[src/rtl/dmtt_pkg.sv]
// Shared types, constants and the score function for the transposition table core.
package dmtt_pkg;

    localparam int INDEX_BITS = 12;
    localparam int SLOT_COUNT = 1 << INDEX_BITS;
    localparam int KEY_BITS   = 64;
    localparam int FILL_BITS  = 21;
    localparam logic [FILL_BITS-1:0] FILL_MAX = {FILL_BITS{1'b1}};

    localparam int MATE_LIMIT  = 32000;
    localparam int MATE_MARGIN = 128;
    localparam logic signed [17:0] MATE_EDGE = 18'(MATE_LIMIT - MATE_MARGIN);
    localparam logic signed [17:0] SCORE_CAP = 18'(32767);

    localparam logic FUNC_PROBE = 1'b0;
    localparam logic FUNC_STORE = 1'b1;

    localparam logic [1:0] BND_NONE  = 2'd0;
    localparam logic [1:0] BND_EXACT = 2'd1;
    localparam logic [1:0] BND_LOWER = 2'd2;
    localparam logic [1:0] BND_UPPER = 2'd3;

    typedef struct packed {
        logic                func;
        logic [KEY_BITS-1:0] key;
        logic [15:0]         move;
        logic signed [15:0]  score;
        logic [6:0]          depth;
        logic [1:0]          bound;
        logic [6:0]          ply;
        logic signed [15:0]  alpha;
        logic signed [15:0]  beta;
        logic                pv_node;
    } in_t;

    typedef struct packed {
        logic                 hit;
        logic [15:0]          hit_move;
        logic                 cutoff;
        logic signed [15:0]   cutoff_score;
        logic [FILL_BITS-1:0] filled_count;
    } out_t;

    typedef struct packed {
        logic [15:0]        move;
        logic signed [15:0] score;
        logic [6:0]         depth;
        logic [1:0]         bound;
    } entry_t;

    typedef struct packed {
        logic [KEY_BITS-1:0] tag;
        entry_t              entry;
    } slot_t;

    // Mate scores move away from zero by ply when stored and back toward zero
    // when read; the result saturates to the symmetric 16-bit score range.
    function automatic logic signed [15:0] mate_adjust(
        input logic signed [15:0] s,
        input logic [6:0]         ply,
        input logic               to_store
    );
        logic signed [17:0] sx;
        logic signed [17:0] delta;
        logic signed [17:0] r;
        sx    = {{2{s[15]}}, s};
        delta = to_store ? {11'd0, ply} : -{11'd0, ply};
        if (sx >= MATE_EDGE) begin
            r = sx + delta;
        end else if (sx <= -MATE_EDGE) begin
            r = sx - delta;
        end else begin
            r = sx;
        end
        if (r > SCORE_CAP) begin
            r = SCORE_CAP;
        end else if (r < -SCORE_CAP) begin
            r = -SCORE_CAP;
        end
        return r[15:0];
    endfunction

endpackage

[src/rtl/dmtt_eval.sv]
// Combinational evaluation of one probe or store against the slot read from the table.
module dmtt_eval (
    input  dmtt_pkg::in_t                      req,
    input  dmtt_pkg::slot_t                    slot,
    input  logic [dmtt_pkg::FILL_BITS-1:0]     count,
    output dmtt_pkg::out_t                     resp,
    output dmtt_pkg::slot_t                    wr_slot,
    output logic [dmtt_pkg::FILL_BITS-1:0]     count_next
);
    import dmtt_pkg::*;

    logic               tag_match;
    logic               is_store;
    logic signed [15:0] read_score;
    logic               depth_ok;
    logic               bound_ok;

    assign is_store   = (req.func == FUNC_STORE);
    assign tag_match  = (slot.tag == req.key);
    assign read_score = mate_adjust(slot.entry.score, req.ply, 1'b0);
    assign depth_ok   = (slot.entry.depth >= req.depth);

    always_comb begin
        case (slot.entry.bound)
            BND_EXACT: bound_ok = 1'b1;
            BND_LOWER: bound_ok = (read_score >= req.beta);
            BND_UPPER: bound_ok = (read_score <= req.alpha);
            default:   bound_ok = 1'b0;
        endcase
    end

    always_comb begin
        wr_slot.tag         = req.key;
        wr_slot.entry.move  = req.move;
        wr_slot.entry.score = mate_adjust(req.score, req.ply, 1'b1);
        wr_slot.entry.depth = req.depth;
        wr_slot.entry.bound = req.bound;

        count_next = count;
        if (is_store && (slot.tag == '0) && (count != FILL_MAX)) begin
            count_next = count + 1'b1;
        end

        resp              = '0;
        resp.filled_count = count_next;
        if (!is_store && tag_match) begin
            resp.hit      = 1'b1;
            resp.hit_move = slot.entry.move;
            if (!req.pv_node && depth_ok && bound_ok) begin
                resp.cutoff       = 1'b1;
                resp.cutoff_score = read_score;
            end
        end
    end

endmodule

[config.mk]
export PLATFORM = sky130hd
export DESIGN_NAME = dmtt_eval
export DESIGN_NICKNAME = d
export VERILOG_FILES = /design/src/rtl/dmtt_pkg.sv /design/src/rtl/dmtt_eval.sv
export SDC_FILE = /design/constraint.sdc
export NUM_CORES = 1
export LEC_CHECK = 0
export BUFFER_PORTS_ARGS = -buffer_cell sky130_fd_sc_hd__clkbuf_2
export CORE_AREA = 2 2 175 177
export DETAILED_ROUTE_END_ITERATION = 7
export DIE_AREA = 0 0 177 179
export GPL_TIMING_DRIVEN = 0
export PLACE_DENSITY = 0.6
export RECOVER_POWER = 100
export SYNTH_ARGS = -nofsm -noshare
export SYNTH_HDL_FRONTEND = slang
export SYNTH_SLANG_ARGS = --single-unit
[constraint.sdc]
create_clock -name vclk -period 5.2
set_clock_uncertainty 0.1 [all_clocks]
set_input_delay 0 -clock vclk [all_inputs]
set_output_delay 0 -clock vclk [all_outputs]
set_load 0.02 [all_outputs]
======== Word-level counts from Yosys, hierarchy flattened ========
Index checks and enable logic that the tools add are counted.
operators by class
  $add $sub $neg .......................... 6
  $lt $le $gt $ge ......................... 11
  equal/unequal tests ..................... 5
  multiplexer cells ....................... 12
  reduce and logical (&&, ||, !) cells .... 8
operators with widths
  kind                                                              number
  two-way mux 18 bit                                                4
  == test 64 bit                                                    1
  logical NOT 64 bit                                                1
  two-way mux 16 bit                                                4
  greater-than comparator 18 x 16 -> 1 bit (second input constant)  2
  less-than comparator 18 x 16 -> 1 bit (second input constant)     2
  two-way mux 34 bit                                                1
  greater-or-equal comparator 16 bit (second input constant)        2
  less-or-equal comparator 16 bit (second input constant)           2
  adder 21 x 1 -> 21 bit (second input constant)                    1
  two-way mux 21 bit                                                1
  inequality test 21 bit (second input constant)                    1
  adder 16 x 18 -> 18 bit                                           1
  negator 7 -> 18 bit                                               1
  subtractor 16 x 18 -> 18 bit                                      1
  adder 16 x 8 -> 17 bit                                            1
  two-way mux 17 bit                                                1
  subtractor 16 x 8 -> 17 bit                                       1
  greater-or-equal comparator 16 bit                                1
  less-or-equal comparator 16 bit                                   1
  greater-or-equal comparator 7 bit                                 1
  logical AND 1 bit                                                 5
  == test 2 bit (second input constant)                             2
  one-hot mux 1 bit (3 select lines)                                1
  other kinds (2)                                                   3
word-level totals
  bits in registers ....................... 0
  bits of input ports ..................... 272

======== Logic depth before layout (Yosys ltp) ========
  word-level depth ........................ 12
  gate-level depth with buffers ........... 30

======== Worst setup path before layout ========
OpenSTA, ideal clock, no wires.
  path kind ............................... input port to output port
  start ................................... in req[35] (netlist bit)
  end ..................................... out resp[26] (netlist bit)
  arrival ................................. 5.424 ns
  required time ........................... 5.100 ns
  setup slack ............................. -0.324 ns
  stages on the path ...................... 27
  path buffers ............................ 3
  cell sequence ........................... nor3_2 > nand2_1 > or4_1 > ha_1 > buf_2 > and2_1 > and3_1 > a221oi_1 > and2_1 > or3_1 > and3_4 > nor3b_4 > o21ai_2 > buf_6 > nand2_1 > ha_1 > a21o_1 > a21o_1 > a21oi_1 > o21ai_0 > a31oi_1 > o21ai_0 > nor3_1 > nor3_1 > a2111o_1 > clkbuf_1 > a21oi_1
RTL lines
  what             line            text
  start, declared  dmtt_eval.sv:3  input dmtt_pkg::in_t req,
  end, declared    dmtt_eval.sv:6  output dmtt_pkg::out_t resp,

==> impl_metrics.env <==
export IMPL_status="complete, but fails checks"
export IMPL_failed_checks="setup timing"
export IMPL_clkbuf_count=0
export IMPL_crit_required_ns=5.10
export IMPL_hp_class="in -> out"
export IMPL_portBuffers=434
export IMPL_viasPerCell=5.09
export IMPL_gr_usage_all_layers=0.255
export IMPL_tightest_slew_ns=1.05
export IMPL_fillerInstances=3320
export IMPL_power_leakage_nw=5.38
export IMPL_synth_seq_area_share=0
export IMPL_drt_iter0_drc=742
export IMPL_yosys_top_cells_area="ha_1 16%, buf_4 12%, inv_1 6.0%, xor2_1 5.4%, a21oi_1 4.6%"
export IMPL_worstSetupPathType="in -> out"
export IMPL_fin_crit_sh=1.09
export IMPL_rsz0062_at_grt="yes"
export IMPL_antenna_found_initial=14
export IMPL_drv_slew=0
export IMPL_ctsHoldBuffers=0
export IMPL_syn_inst=1051
export IMPL_fmax_mhz=176
export IMPL_die_w_um=177
export IMPL_slew_headroom=0.291
export IMPL_area_growth_pct=56.6
export IMPL_core_region_area_um2=30000
export IMPL_maxCapViolCount=0
export IMPL_vias=9874
export IMPL_avgSynthCellArea_um2=6.78
export IMPL_finalSetupTns_ns=-7.55
export IMPL_die_h_um=179
export IMPL_finalWorstSetupSlack_ns=-0.488
export IMPL_synth_area_um2=7120
export IMPL_p_per_area_nw_per_um2=90.2
export IMPL_route_detailed_drc=0
export IMPL_wl_per_cell_um=22.8
export IMPL_regArea_um2=0
export IMPL_synth_top_cell_by_area="ha_1"
export IMPL_hold_violations=0
export IMPL_cp_arrival_ns=5.59
export IMPL_synth_distinct_cells=86
export IMPL_grt_pass1_vias=9183
export IMPL_dpl_hpwl_um=39000
export IMPL_dp_slack_ns=-1.33
export IMPL_ios=453
export IMPL_cpPeakStageDelay_ns=0.62
export IMPL_layout_drive_gt1_share=0.393
export IMPL_ir_drop_mv=0.0557
export IMPL_fp_dieArea_um2=31700
export IMPL_cp_start_kind="input pin"
export IMPL_critPathBufInv=4
export IMPL_fin_crit_ns=5.69
export IMPL_yosysWarnings=0
export IMPL_rows=64
export IMPL_crit_top_cell="o21ai_1"
export IMPL_initial_utilization=0.237
export IMPL_synth_net_count=1420
export IMPL_setup_viol_count_final=17
export IMPL_finalNetCount=1910
export IMPL_crit_path_end_kind="primary output"
export IMPL_nFlopsAndLatches=0
export IMPL_grt_max_degree=11
export IMPL_slowest_stage="or4_4"
export IMPL_grt_overflow=0
export IMPL_fin_hold_ws_ns=0.159
export IMPL_synth_top_area_frac=0.163
export IMPL_antenna_left=0
export IMPL_wl_um=44200
export IMPL_path_delay_family="compound AO/OA/AOI/OAI gates"
export IMPL_drtPass1Iterations=5
export IMPL_gp_congestion=1.02
export IMPL_worstPathMaxFanout=7
export IMPL_grt_pass1_wl_um=60100
[cells in the final DEF, fill, tap and decap left out, types with 30 or more instances in the layout]
cell type | netlist | layout
nor2_1 | 78 | 64
o21ai_0 | 46 | 34
xor2_1 | 44 | 44
inv_1 | 113 | 107
buf_4 | 112 | 161
clkbuf_2 | 0 | 267
xnor2_1 | 32 | 30
clkbuf_1 | 14 | 155
ha_1 | 93 | 80
nor4_1 | 33 | 33
nand2_1 | 57 | 49
a21oi_1 | 66 | 50
[worst paths after layout]
| path | from | endpoint | slack [ns] | depth (start not counted) |
|---|---|---|---|---|
| setup / recovery | req[35] | resp[23] | -0.49 | 29 |
| hold / removal | req[72] | wr_slot[32] | 0.16 | 2 |
[per-stage QoR]
step           cells  power [mW]  area, um2   util
2_1_floorplan   1051       0.522       7360      -
3_3_place_gp    1881       0.869      10000  0.334
3_5_place_dp    1881       0.877      10000  0.334
4_1_cts         1923       0.972      11000  0.367
5_1_grt         1940        1.08      11200  0.371
6_report        1941        1.01      11200  0.371
[layout make-up]
type | count | area [um2] | area share
Timing Repair Buffer | 489 | 2650 | 0.237
Multi-Input combinational cell | 801 | 6540 | 0.586
Tap cell | 396 | 495 | 0.0444
Inverter | 115 | 452 | 0.0405
Antenna cell | 6 | 15.0 | 0.00135
Buffer | 134 | 1010 | 0.0902
[cells by family after synthesis]
logic type	count (synthesis)	synth area share
AO/OA/AOI/OAI	274	0.263
XOR/XNOR	76	0.0935
adder cells (fa/ha/maj)	97	0.175
buffers and inverters	251	0.198
multiplexers	8	0.0116
AND/OR/NAND/NOR	345	0.260
[cell usage after synthesis, types with 6 or more instances]
cell type  number
inv_1         113
buf_4         112
ha_1           93
nor2_1         78
a21oi_1        66
nand2_1        57
o21ai_0        46
xor2_1         44
nor4_1         33
xnor2_1        32
nor3_1         28
nand3_1        25
a21o_1         24
and2_1         24
nand4_1        20
nor2b_1        15
clkbuf_1       14
o22ai_1        12
a221oi_1       11
nand2b_1       11
and3_1         10
o21bai_1       10
a31oi_1         9
o211ai_1        9
o31ai_1         9
a211oi_1        8
or3_1           8
o2bb2ai_1       7
buf_2           6
mux2i_1         6
or4_1           6
[power by group]
group / internal, mW / leakage, nW / switching, mW
clock network: 0.000000155 / 0.0000380 / 0
logic: 0.416 / 5.38 / 0.590
registers: 0 / 0 / 0
total: 0.416 / 5.38 / 0.590
[layer usage]
| metal | wire length, um | GRT usage | up-vias | part of all wire |
|---|---|---|---|---|
| met2 | 20500 | 0.428 | 482 | 0.46 |
| li1 | - | - | 4653 | - |
| met5 | 101 | 0 | - | 0.0023 |
| met4 | 532 | 0.0275 | 14 | 0.012 |
| met3 | 4520 | 0.0793 | 42 | 0.10 |
| met1 | 18500 | 0.330 | 4683 | 0.42 |
[repair_timing]
action                     4_1_cts  5_1_grt
setup endpoints to repair       17       17
pin swaps                       48        9
cloned                           2        0
gates resized for setup        149       55
buffers inserted                41       13
Note: power is estimated with default switching activity, not from simulation.
